$ cat config.mk
export PLATFORM = sky130hd
export DESIGN_NAME = binary_to_decimal_ascii_top
export DESIGN_NICKNAME = d
export VERILOG_FILES = /design/src/rtl/core/b2da_pkg.sv /design/src/rtl/core/b2da_dabble_unit.sv /design/src/rtl/core/binary_to_decimal_ascii_top.sv
export SDC_FILE = /design/constraint.sdc
export NUM_CORES = 1
export LEC_CHECK = 0
export BUFFER_PORTS_ARGS = -buffer_cell sky130_fd_sc_hd__buf_2
export CAP_MARGIN = 20
export CORE_MARGIN = 4
export CORE_UTILIZATION = 55
export CTS_BUF_LIST = sky130_fd_sc_hd__clkbuf_4
export CTS_CLUSTER_SIZE = 24
export DETAILED_ROUTE_END_ITERATION = 16
export GPL_ROUTABILITY_DRIVEN = 0
export HOLD_SLACK_MARGIN = 0.12
export PLACE_DENSITY = 0.81
export SYNTH_ARGS = -nofsm -noshare
export SYNTH_HDL_FRONTEND = slang
export SYNTH_SLANG_ARGS = --single-unit
$ cat constraint.sdc
create_clock -name clock -period 6.61 [get_ports clock]
set_input_delay 0.3305 -clock clock [delete_from_list [all_inputs] [get_ports clock]]
set_output_delay 0.3305 -clock clock [all_outputs]
set_load 0.1 [all_outputs]
$ cat src/rtl/core/b2da_pkg.sv
// ----------------------------------------------------------------------------
// b2da_pkg: shared types and constants for the binary to decimal ASCII block
// Holds widths, the sequencer state type and the ASCII digit mapping.
// ----------------------------------------------------------------------------
package b2da_pkg;

   // binary input width and number of decimal digits kept
   localparam int VALUE_WIDTH = 32;
   localparam int MAX_DIGITS  = 10;

   // derived widths
   localparam int DIGIT_W = 4;
   localparam int BCD_W   = MAX_DIGITS * DIGIT_W;
   localparam int CNT_W   = (VALUE_WIDTH > 1) ? $clog2(VALUE_WIDTH) : 1;
   localparam int DIG_W   = (MAX_DIGITS > 1) ? $clog2(MAX_DIGITS) : 1;
   localparam int CHAR_W  = 6;

   // last bit index and last digit index for the counters
   localparam logic [CNT_W-1:0] BIT_LAST   = CNT_W'(VALUE_WIDTH - 1);
   localparam logic [DIG_W-1:0] DIGIT_LAST = DIG_W'(MAX_DIGITS - 1);

   // ascii code of character zero, reduced to the character width
   localparam logic [CHAR_W-1:0] ASCII_ZERO = CHAR_W'(48);

   // correction threshold and offset of the shift-add-3 step
   localparam logic [DIGIT_W-1:0] DABBLE_LIMIT = DIGIT_W'(5);
   localparam logic [DIGIT_W-1:0] DABBLE_ADD   = DIGIT_W'(3);

   // sequencer states
   typedef enum logic [1:0] {
      ST_IDLE,
      ST_CONVERT,
      ST_SKIP,
      ST_EMIT
   } state_type;

   // map one bcd digit to its ascii character
   function automatic logic [CHAR_W-1:0] digit_to_char(input logic [DIGIT_W-1:0] digit);
      digit_to_char = ASCII_ZERO + CHAR_W'(digit);
   endfunction

endpackage

$ cat src/rtl/core/b2da_dabble_unit.sv
// ----------------------------------------------------------------------------
// b2da_dabble_unit: one shift-add-3 step of the binary to bcd conversion
// Corrects every bcd digit of 5 or more by adding 3, then shifts the joined
// bcd and binary words left by one bit. Used once per convert cycle by the sequencer.
// ----------------------------------------------------------------------------
module b2da_dabble_unit (
   input  logic [b2da_pkg::BCD_W-1:0]       bcd_cur,
   input  logic [b2da_pkg::VALUE_WIDTH-1:0] bin_cur,
   output logic [b2da_pkg::BCD_W-1:0]       bcd_nxt,
   output logic [b2da_pkg::VALUE_WIDTH-1:0] bin_nxt
);

   logic [b2da_pkg::BCD_W-1:0] bcd_fix;

   // per-digit correction, lanes are independent
   always_comb begin
      for (int d = 0; d < b2da_pkg::MAX_DIGITS; d++) begin
         if (bcd_cur[d*b2da_pkg::DIGIT_W +: b2da_pkg::DIGIT_W] >= b2da_pkg::DABBLE_LIMIT) begin
            bcd_fix[d*b2da_pkg::DIGIT_W +: b2da_pkg::DIGIT_W] =
               bcd_cur[d*b2da_pkg::DIGIT_W +: b2da_pkg::DIGIT_W] + b2da_pkg::DABBLE_ADD;
         end else begin
            bcd_fix[d*b2da_pkg::DIGIT_W +: b2da_pkg::DIGIT_W] =
               bcd_cur[d*b2da_pkg::DIGIT_W +: b2da_pkg::DIGIT_W];
         end
      end
   end

   // shift binary msb into the bcd word, top digit carry drops out
   assign bcd_nxt = {bcd_fix[b2da_pkg::BCD_W-2:0], bin_cur[b2da_pkg::VALUE_WIDTH-1]};
   assign bin_nxt = {bin_cur[b2da_pkg::VALUE_WIDTH-2:0], 1'b0};

endmodule

$ cat src/rtl/core/binary_to_decimal_ascii_top.sv
// ----------------------------------------------------------------------------
// binary_to_decimal_ascii_top: unsigned binary to decimal ascii characters
// Converts one value per request beat into its decimal digits, most
// significant first, leading zeros dropped, last beat flagged.
// ----------------------------------------------------------------------------
//  channel | ports                                  | direction
//  --------+----------------------------------------+----------
//  request | req_valid, req_stall, req_value        | in
//  result  | rsp_valid, rsp_stall, rsp_digit_char,  | out
//          | rsp_last                               |
//
//  one request runs through the idle, convert, skip and emit states, plus any
//  result stall; skipped and emitted digits always add up to MAX_DIGITS.
//  the shift-add-3 unit takes one bit per cycle; a digit leaves per cycle
//  while rsp_stall is low.
//  req_stall is high from the accepted beat until the last digit is taken.
//  a stalled digit holds in the bcd register; reset returns to idle.
// ----------------------------------------------------------------------------
module binary_to_decimal_ascii_top (
   input  logic                                clock,
   input  logic                                reset,
   input  logic                                req_valid,
   output logic                                req_stall,
   input  logic [b2da_pkg::VALUE_WIDTH-1:0]    req_value,
   output logic                                rsp_valid,
   input  logic                                rsp_stall,
   output logic [b2da_pkg::CHAR_W-1:0]         rsp_digit_char,
   output logic                                rsp_last
);

   b2da_pkg::state_type state_ff, state_in;

   logic [b2da_pkg::BCD_W-1:0]       bcd_ff, bcd_in;
   logic [b2da_pkg::VALUE_WIDTH-1:0] bin_ff, bin_in;
   logic [b2da_pkg::CNT_W-1:0]       bit_cnt_ff, bit_cnt_in;
   logic [b2da_pkg::DIG_W-1:0]       dig_cnt_ff, dig_cnt_in;

   logic [b2da_pkg::BCD_W-1:0]       bcd_step;
   logic [b2da_pkg::VALUE_WIDTH-1:0] bin_step;
   logic [b2da_pkg::DIGIT_W-1:0]     top_digit;
   logic [b2da_pkg::BCD_W-1:0]       bcd_shifted;
   logic                             req_beat;
   logic                             rsp_beat;

   // shared conversion unit
   b2da_dabble_unit u_dabble (
      .bcd_cur (bcd_ff),
      .bin_cur (bin_ff),
      .bcd_nxt (bcd_step),
      .bin_nxt (bin_step)
   );

   // digit at the head of the bcd word and the word moved up one digit
   assign top_digit   = bcd_ff[b2da_pkg::BCD_W-1 -: b2da_pkg::DIGIT_W];
   assign bcd_shifted = {bcd_ff[b2da_pkg::BCD_W-b2da_pkg::DIGIT_W-1:0],
                         {b2da_pkg::DIGIT_W{1'b0}}};

   assign req_beat = req_valid && !req_stall;
   assign rsp_beat = rsp_valid && !rsp_stall;

   // next state
   always_comb begin
      state_in = state_ff;
      unique case (state_ff)
         b2da_pkg::ST_IDLE: begin
            if (req_beat) state_in = b2da_pkg::ST_CONVERT;
         end
         b2da_pkg::ST_CONVERT: begin
            if (bit_cnt_ff == '0) state_in = b2da_pkg::ST_SKIP;
         end
         b2da_pkg::ST_SKIP: begin
            if (top_digit != '0 || dig_cnt_ff == '0) state_in = b2da_pkg::ST_EMIT;
         end
         b2da_pkg::ST_EMIT: begin
            if (rsp_beat && dig_cnt_ff == '0) state_in = b2da_pkg::ST_IDLE;
         end
         default: state_in = b2da_pkg::ST_IDLE;
      endcase
   end

   // outputs and datapath updates
   always_comb begin
      req_stall      = 1'b1;
      rsp_valid      = 1'b0;
      rsp_digit_char = b2da_pkg::digit_to_char(top_digit);
      rsp_last       = (dig_cnt_ff == '0);
      bcd_in         = bcd_ff;
      bin_in         = bin_ff;
      bit_cnt_in     = bit_cnt_ff;
      dig_cnt_in     = dig_cnt_ff;
      unique case (state_ff)
         b2da_pkg::ST_IDLE: begin
            req_stall  = 1'b0;
            bcd_in     = '0;
            bin_in     = req_value;
            bit_cnt_in = b2da_pkg::BIT_LAST;
            dig_cnt_in = b2da_pkg::DIGIT_LAST;
         end
         b2da_pkg::ST_CONVERT: begin
            bcd_in     = bcd_step;
            bin_in     = bin_step;
            bit_cnt_in = bit_cnt_ff - 1'b1;
         end
         b2da_pkg::ST_SKIP: begin
            // drop leading zero digits, keep the final one
            if (top_digit == '0 && dig_cnt_ff != '0) begin
               bcd_in     = bcd_shifted;
               dig_cnt_in = dig_cnt_ff - 1'b1;
            end
         end
         b2da_pkg::ST_EMIT: begin
            rsp_valid = 1'b1;
            if (rsp_beat && dig_cnt_ff != '0) begin
               bcd_in     = bcd_shifted;
               dig_cnt_in = dig_cnt_ff - 1'b1;
            end
         end
         default: begin
            req_stall = 1'b1;
         end
      endcase
   end

   // control registers
   always_ff @(posedge clock) begin
      if (reset) begin
         state_ff <= b2da_pkg::ST_IDLE;
      end else begin
         state_ff <= state_in;
      end
   end

   // payload registers
   always_ff @(posedge clock) begin
      bcd_ff     <= bcd_in;
      bin_ff     <= bin_in;
      bit_cnt_ff <= bit_cnt_in;
      dig_cnt_ff <= dig_cnt_in;
   end

endmodule

* Word level (Yosys, flattened, before mapping)
Index checks and enable logic that the tools add are counted.
** Storage, ports and cells
- Bits in registers :: 83
** Cells by class
- Add/subtract/negate cells :: 13
- Magnitude comparators :: 10
- Eq/ne operators :: 9
- Multiplexer cells :: 25
- Reductions and logical operators :: 18
** Operator list (number)
- $pmux 40 s4 :: 1
- $mux 40 :: 2
- $pmux 32 s2 :: 1
- $mux 4 :: 11
- $ge 4x3->1 const B :: 10
- $add 4x2->4 const B :: 9
- $ne 2x2->1 const B :: 6
- $pmux 4 s3 :: 1
- $pmux 5 s2 :: 1
- $logic_not 4->1 :: 2
- $mux 2 :: 4
- $pmux 2 s4 :: 1
- $reduce_bool 4->1 :: 2
- $add 5x5->6 const A :: 1
- $logic_and 1x1->1 :: 5
- $logic_not 5->1 :: 1
- $sub 5x1->5 const B :: 1
- $eq 2x2->1 const B :: 2
- $reduce_and 4->1 :: 1
- $sub 4x1->4 const B :: 1
- $add 3x2->3 const B :: 1
- $mux 3 :: 1
- $reduce_and 3->1 :: 1
- $reduce_bool 3->1 :: 1
- 7 further kinds :: 8

* Longest topological paths before layout
Gate-level depths: netlist (run 1).
- Word-level depth :: 6
- Depth in mapped cells :: 7

* Hierarchy
From an unflattened synthesis (run 1), not the netlist that was laid out.
** Second synthesis, totals
- Cell total of the unflattened synthesis :: 419
- Area, all modules :: 4916.0 sq um
** Modules (own cells, without submodules)
- binary_to_decimal_ascii_top :: times used 1, cells each 229, area each 3671.0 sq um, sequential area each 2472.4 sq um
- b2da_dabble_unit :: times used 1, cells each 190, area each 1244.9 sq um, sequential area each 0.0 sq um

* Worst setup path after synthesis (run 1)
Ideal clock, no wire load.
- Kind :: reg-to-reg
- Start :: reg dig_cnt_ff[0] in the netlist's numbering
- End :: reg dig_cnt_ff[0] in the netlist's numbering (enable)
- Library setup time :: 0.333 ns
- Data arrival time :: 3.970 ns
- Data required time :: 6.277 ns
- Setup slack :: 2.307 ns
- Cell stages (with the launch flop) :: 8
- Cell sequence :: edfxtp_1 > inv_1 > ha_1 > or3b_1 > inv_1 > o21a_1 > a21oi_1 > nor2b_1
** Between the ends
- Longest elaborated chain between the ends :: 4
** Ends and longest elaborated chain
- from (decl) :: line binary_to_decimal_ascii_top.sv:36 : logic [b2da_pkg::DIG_W-1:0] dig_cnt_ff, dig_cnt_in;
- from (signal assigned) :: line binary_to_decimal_ascii_top.sv:138 : dig_cnt_ff <= dig_cnt_in;
- $reduce_bool 4->1 * :: line binary_to_decimal_ascii_top.sv:106, binary_to_decimal_ascii_top.sv:113
- $logic_and 1x1->1 (on tied branches) :: line binary_to_decimal_ascii_top.sv:113, binary_to_decimal_ascii_top.sv:106
- $ne 2x2->1 (no line)
- $reduce_and 3->1 (no line) *
Mark *: on every way between the ends. The rest lies on a longest branch, timed or not.
A chain may end at the register's enable or synchronous reset.

* Worst setup path after layout (run 1)
- Start :: reg state_ff[1]
- End :: reg bit_cnt_ff[1] in the netlist's numbering (enable)
** Between the ends
- Longest elaborated chain between the ends :: 2
** Ends and longest elaborated chain
- from (decl) :: line binary_to_decimal_ascii_top.sv:31 : b2da_pkg::state_type state_ff, state_in;
- from (signal assigned) :: line binary_to_decimal_ascii_top.sv:127 : state_ff <= b2da_pkg::ST_IDLE;
- from (signal assigned) :: line binary_to_decimal_ascii_top.sv:129 : state_ff <= state_in;
- $eq 2x1->1 / $logic_not 2->1 (equally long branches) :: line binary_to_decimal_ascii_top.sv:91 : unique case (state_ff)
- $reduce_bool 2->1 (no line) *
- to (signal assigned) :: line binary_to_decimal_ascii_top.sv:137 : bit_cnt_ff <= bit_cnt_in;
- to (decl) :: line binary_to_decimal_ascii_top.sv:35 : logic [b2da_pkg::CNT_W-1:0] bit_cnt_ff, bit_cnt_in;
Marks and branches as above.

==> impl_metrics.ini, run 1 <==
[worst_hold_path]
min_from = req_value[18]
hold_class = primary input to register

[die]
ios = 45
core_area_um2 = 8220
start_util = 0.567
num_rows = 33
die_w_um = 100
die_area_um2 = 10000
die_h_um = 100

[clock_network]
cts_num_sinks = 83
cts.path.max_buffers = 2
hold_buffers = 1
cts_root_buf = clkbuf_4
postCtsResizedCells = 0
cts_max_level = 3
clkTransAtPathRegs_ns = 0.15
clock_latency_ns = 0.44
tritoncts = built
cts_setup_buffers = 0
cts_buffers = 9

[sta]
whs_ns = 0.182
slew_violations = 0
fmax_mhz = 402
setup_tns_ns = 0
tightestPinTransition_ns = 0.843
worst_slack_ns = 4.12
slew_headroom = 0.438
setup-violations-final = 0
fin_skew_ns = 0.0154
min_period_ns = 2.49
final_hold_viol_count = 0
rsz0062_at_grt = no
fin_crit_sh = 0.376

[route]
wl_per_cell_um = 14.9
ant_nets = 0
drt_first_pass_iters = 4
postRouteWirelength_um = 8070
routed_via_density = 5.53
drc = 0
first_iter_violations = 158
vias = 2996

[final_layout]
n_antenna_cell = 0
area_growth_syn_to_layout_pct = 8.70
drive_gt1_frac = 0.249
fillers = 663
final_core_util = 0.617
nets = 497
finish.instance_area_um2 = 5070

[setup_path]
crit_required_ns = 6.68
crit_path_end_kind = register
worstReg2RegStart = state_ff[1]$_SDFFE_PP0P_
start_kind = register
worstPathMaxFanout = 40
critPathArrivalTime_ns = 2.56
path_class = register to register
crit_path_start = state_ff[1]$_SDFFE_PP0P_

[placed_design]
pre_cts_ws_ns = 4.10
post_dp_cell_area_um2 = 4930
portBuffers = 42
dp_hpwl_um = 5650

[power]
p_sw_mw = 0.706
p_seq_frac = 0.490
power.share.combinational = 0.368
total_leakage_power_nw = 1.92
p_int_mw = 1.16
clkPwrFrac = 0.142
p_per_area_nw_per_um2 = 369
sw_frac_of_total = 0.378
ir_drop_uv = 220

[synthesis]
syn_inst = 394
ys_seq_elements = 83
avgSynthCellArea_um2 = 11.8
netlist_area_um2 = 4660
ys_warn_count = 0
synth_cell_types = 40
ys_seq_area_frac = 0.530

[grt]
grt_first_pass_wirelength_um = 13700
overflow = 0
first_global_vias = 2927
grt_max_degree = 42
antenna_found_initial = 0
grt_usage = 0.173

[status]
outcome = finished clean

[job]
cap_violations = 0
placed cells by master (no fill, tap or decap), drive strengths merged, types with 7 or more instances in the layout:
master | netlist | final
a32oi | 7 | 7
xnor2 | 21 | 21
edfxtp | 81 | 81
nand2b | 16 | 16
mux2 | 40 | 40
nor2 | 27 | 27
nand2 | 32 | 32
inv | 30 | 32
a21oi | 12 | 12
clkbuf | 5 | 10
buf | 14 | 44
a21o | 7 | 7
ha | 29 | 29
o21ai | 35 | 35
flip-flops by register name, summed over array words and instances, names as in the netlist:
| name | cells |
|---|---|
| bcd_ff | 40 |
| bin_ff | 32 |
| bit_cnt_ff | 5 |
| dig_cnt_ff | 4 |
| state_ff | 2 |
worst paths after layout:
kind,endpoint,slack [ns],cells after the start
worst min register to register,bin_ff[19]$_DFFE_PP_,0.57,1
worst max-delay path,bit_cnt_ff[1]$_SDFFCE_PN1P_,4.12,4
worst min-delay path,bin_ff[18]$_DFFE_PP_,0.18,2
worst max register to register,bit_cnt_ff[1]$_SDFFCE_PN1P_,4.12,4
per-layer routing:
metal	routed length [µm]	track usage	part of all wire	up-vias
met1	3610	0.216	0.45	1460
met5	0	0	0	-
li1	-	-	-	1473
met3	420	0.0535	0.052	8
met4	83	0.0518	0.010	0
met2	3950	0.289	0.49	55
stage by stage:
step	total power, mW	instances
global route	1.99	542
CTS	1.88	542
detailed placement	1.62	525
floorplan	1.47	395
global placement	1.58	525
finish	1.87	542
critical path, cell delays in order (launching register included):
cell and delay (ns):
dfxtp_1 0.35, inv_1 0.12, ha_2 0.40, buf_4 0.48, or2_2 0.76
synthesized netlist by cell type, drive strengths merged:
library cell / instances / share of area
nand3: 1 / 0.0011
a2bb2oi: 5 / 0.013
clkbuf: 5 / 0.0040
xnor2: 21 / 0.039
a31oi: 1 / 0.0013
and3: 1 / 0.0013
a21oi: 12 / 0.013
nand2b: 16 / 0.021
a32oi: 7 / 0.013
dfxtp: 2 / 0.0086
nand4: 2 / 0.0027
buf: 14 / 0.018
o21a: 1 / 0.0016
a22oi: 5 / 0.0081
a31o: 1 / 0.0019
or4b: 1 / 0.0030
and4bb: 1 / 0.0027
edfxtp: 81 / 0.52
xor2: 1 / 0.0019
mux2: 40 / 0.097
nor2b: 2 / 0.0027
nor2: 27 / 0.022
or3b: 1 / 0.0019
o32a: 1 / 0.0021
nand2: 32 / 0.026
inv: 30 / 0.024
o21ai: 35 / 0.040
ha: 29 / 0.078
or2: 2 / 0.0027
conb: 1 / 0.00080
nor3b: 5 / 0.0081
nor3: 3 / 0.0043
a21o: 7 / 0.011
a211oi: 1 / 0.0016
cell type report:
cell class,count,area [µm²],area share
Timing Repair Buffer,45,235,0.0464
Inverter,30,113,0.0222
Clock buffer,10,75.1,0.0148
Sequential cell,83,2470,0.488
Tap cell,105,131,0.0259
Multi-Input combinational cell,263,1990,0.393
Clock inverter,6,48.8,0.00963
power groups by stage:
| stage | combinational (mW) | sequential, mW | clock [mW] |
|---|---|---|---|
| global placement | 0.666 | 0.917 | 0 |
| global route | 0.761 | 0.939 | 0.294 |
| floorplan | 0.572 | 0.894 | 0 |
| detailed placement | 0.691 | 0.928 | 0 |
| CTS | 0.694 | 0.917 | 0.272 |
| finish | 0.689 | 0.915 | 0.266 |
cells by family (layout without fill, tap and decap cells):
kind of cell	Yosys count	in the layout	synth area share
AND/OR/NAND/NOR	94	94	0.0998
flip-flops	83	83	0.530
AO/OA/AOI/OAI	76	76	0.107
buffers and inverters	49	91	0.0462
multiplexers	40	40	0.0966
adder cells (fa/ha/maj)	29	29	0.0778
XOR/XNOR	22	22	0.0413
other	1	2	0.000804
Power figures use the tool's default switching activity.
==> inputs of run 2 (changes only) <==
- clock period: 6.61 -> 2.45 ns (I/O delays scaled with it)
==> run 2 against run 1 <==
  * Maximum frequency rose by 7.4%
  * Final area increased by 9.4%
  * Clock-buffer cell count is 1 lower
  * Clock skew increased by 0.0020 ns
  * Routed wire length is 19% higher
  * Flip-flop and latch count unchanged
  * Global-route usage is 3.3 points higher
  * Die area unchanged
  * Core utilization up 5.8 points
  * Non-clock buffer count rose by 40
  * Sequential share of layout area down 4.2 points
  * Critical path type unchanged
  * Critical endpoint is now state_ff[1]$_SDFFE_PP0P_
  * Largest power group unchanged
==> impl_metrics.ini, run 2 (synthesized netlist as in run 1, its figures left out) <==
[sta]
rsz0062_at_grt = no
fin_skew_ns = 0.0174
final_hold_viol_count = 0
min_period_ns = 2.31
setup-violations-final = 0
slew_violations = 0
worst_slack_ns = 0.135
fmax_mhz = 432
fin_crit_sh = 0.945

[grt]
overflow = 0
grt_usage = 0.206
grt_max_degree = 41
grt_first_pass_wirelength_um = 16200
antenna_found_initial = 0
first_global_vias = 3510

[route]
postRouteWirelength_um = 9590
drt_first_pass_iters = 4
drc = 0
wl_per_cell_um = 16.5
ant_nets = 0
first_iter_violations = 148
routed_via_density = 5.50
vias = 3201

[placed_design]
place_inst = 532
dp_hpwl_um = 5820
portBuffers = 42
pre_cts_ws_ns = 0.555

[final_layout]
area_growth_syn_to_layout_pct = 18.9
regMostFlops = bcd_ff
mostFrequentLayoutCell = edfxtp_1
final_cell_mix = edfxtp_1, buf_2, mux2_2
n_antenna_cell = 0
largest_reg_flops = 40
drive_gt1_frac = 0.252
fin_cells = 582
nets = 537
reg.largest.list = bcd_ff: 40 flops, bin_ff: 32 flops, bit_cnt_ff: 5 flops

[clock_network]
cts_buffers = 9
clock_latency_ns = 0.45
tritoncts = built
cts_num_sinks = 83
clkTransAtPathRegs_ns = 0.15
cts_root_buf = clkbuf_4
cts_max_level = 3
cts.path.max_buffers = 2
postCtsResizedCells = 0

[power]
total_leakage_power_nw = 2.14
p_sw_mw = 2.07
total_power_mw = 5.56
sw_frac_of_total = 0.372
clkPwrFrac = 0.175
p_seq_frac = 0.445
power.share.combinational = 0.380
ir_drop_uv = 788
p_per_area_nw_per_um2 = 1000
p_int_mw = 3.49

[setup_path]
max_stage_delay_ns = 0.58
start_kind = register
slowest_stage = dlygate4sd3_1
worstPathMaxFanout = 4
crit_required_ns = 2.85
path_class = register to register
critPathArrivalTime_ns = 2.72
crit_path_end_kind = register
crit_chain = inv_1, ha_1, or4b_4, a2bb2oi_4, nand4_1, a21oi_1, dlygate4sd3_1

[worst_hold_path]
hold_class = primary input to register

[die]
ios = 45
die_h_um = 100
start_util = 0.567
num_rows = 33
die_w_um = 100
core_area_um2 = 8220
die_area_um2 = 10000

[status]
outcome = finished clean

[job]
cap_violations = 0
run 2: cell count changes in the layout (fill, tap and decap cells not counted), moves of 2 or more:
cell,delta
buf_12,+2
buf_4,+5
bufinv_16,+2
clkinvlp_4,-2
dlygate4sd3_1,+33
run 2: routing by layer:
metal,track usage,share of wire
met1,0.231,0.40
met2,0.374,0.53
met3,0.0542,0.048
met4,0.0777,0.016
met5,0,0
run 2: final timing paths:
| path | slack (ns) | endpoint | cells past startpoint | startpoint |
|---|---|---|---|---|
| setup reg to reg | 0.14 | state_ff[1]$_SDFFE_PP0P_ | 7 | bit_cnt_ff[0]$_SDFFCE_PN1P_ |
| hold / removal | 0.21 | state_ff[0]$_SDFFE_PP0P_ | 4 | rsp_stall |
| hold reg to reg | 0.57 | bin_ff[30]$_DFFE_PP_ | 1 | bin_ff[29]$_DFFE_PP_ |
| setup / recovery | 0.14 | state_ff[1]$_SDFFE_PP0P_ | 7 | bit_cnt_ff[0]$_SDFFCE_PN1P_ |
run 2: layout make-up:
type	count	area, µm²
Inverter	30	116
Multi-Input combinational cell	263	2000
Fill cell	582	2680
Clock buffer	9	67.6
Clock inverter	7	106
Sequential cell	83	2470
Timing Repair Buffer	85	643
Tap cell	105	131
run 2: repair_timing:
item,CTS,global route
setup buffers,0,0
hold buffers,34,0
endpoints found under the hold margin,34,0
run 2: critical path, delay by kind of cell (launching register included):
family | cells | cell delay [ns]
buffers and inverters | 2 | 0.70
and+or+nand+nor | 2 | 0.60
DFF | 1 | 0.43
AOI/OAI and AO/OA | 2 | 0.36
adders and majority gates | 1 | 0.17
run 2: power groups by stage:
stage / registers [mW] / logic (mW) / clock network (mW)
6_report: 2.48 / 2.11 / 0.973
5_1_grt: 2.53 / 2.29 / 1.05
4_1_cts: 2.47 / 2.08 / 0.981
3_5_place_dp: 2.50 / 2.01 / 0
3_3_place_gp: 2.47 / 1.94 / 0
2_1_floorplan: 2.41 / 1.57 / 0
run 2: stage by stage:
| step | util | instance area (µm²) | hold WS, ns | setup TNS (ns) |
|---|---|---|---|---|
| after floorplan | - | 4690 | 0.192 | -12.12 |
| after global placement | 0.612 | 5030 | 0.322 | 0 |
| after detailed placement | 0.612 | 5030 | 0.325 | 0 |
| after CTS | 0.674 | 5540 | 0.130 | 0 |
| after global routing | 0.674 | 5540 | 0.169 | 0 |
| final | 0.674 | 5540 | 0.211 | 0 |
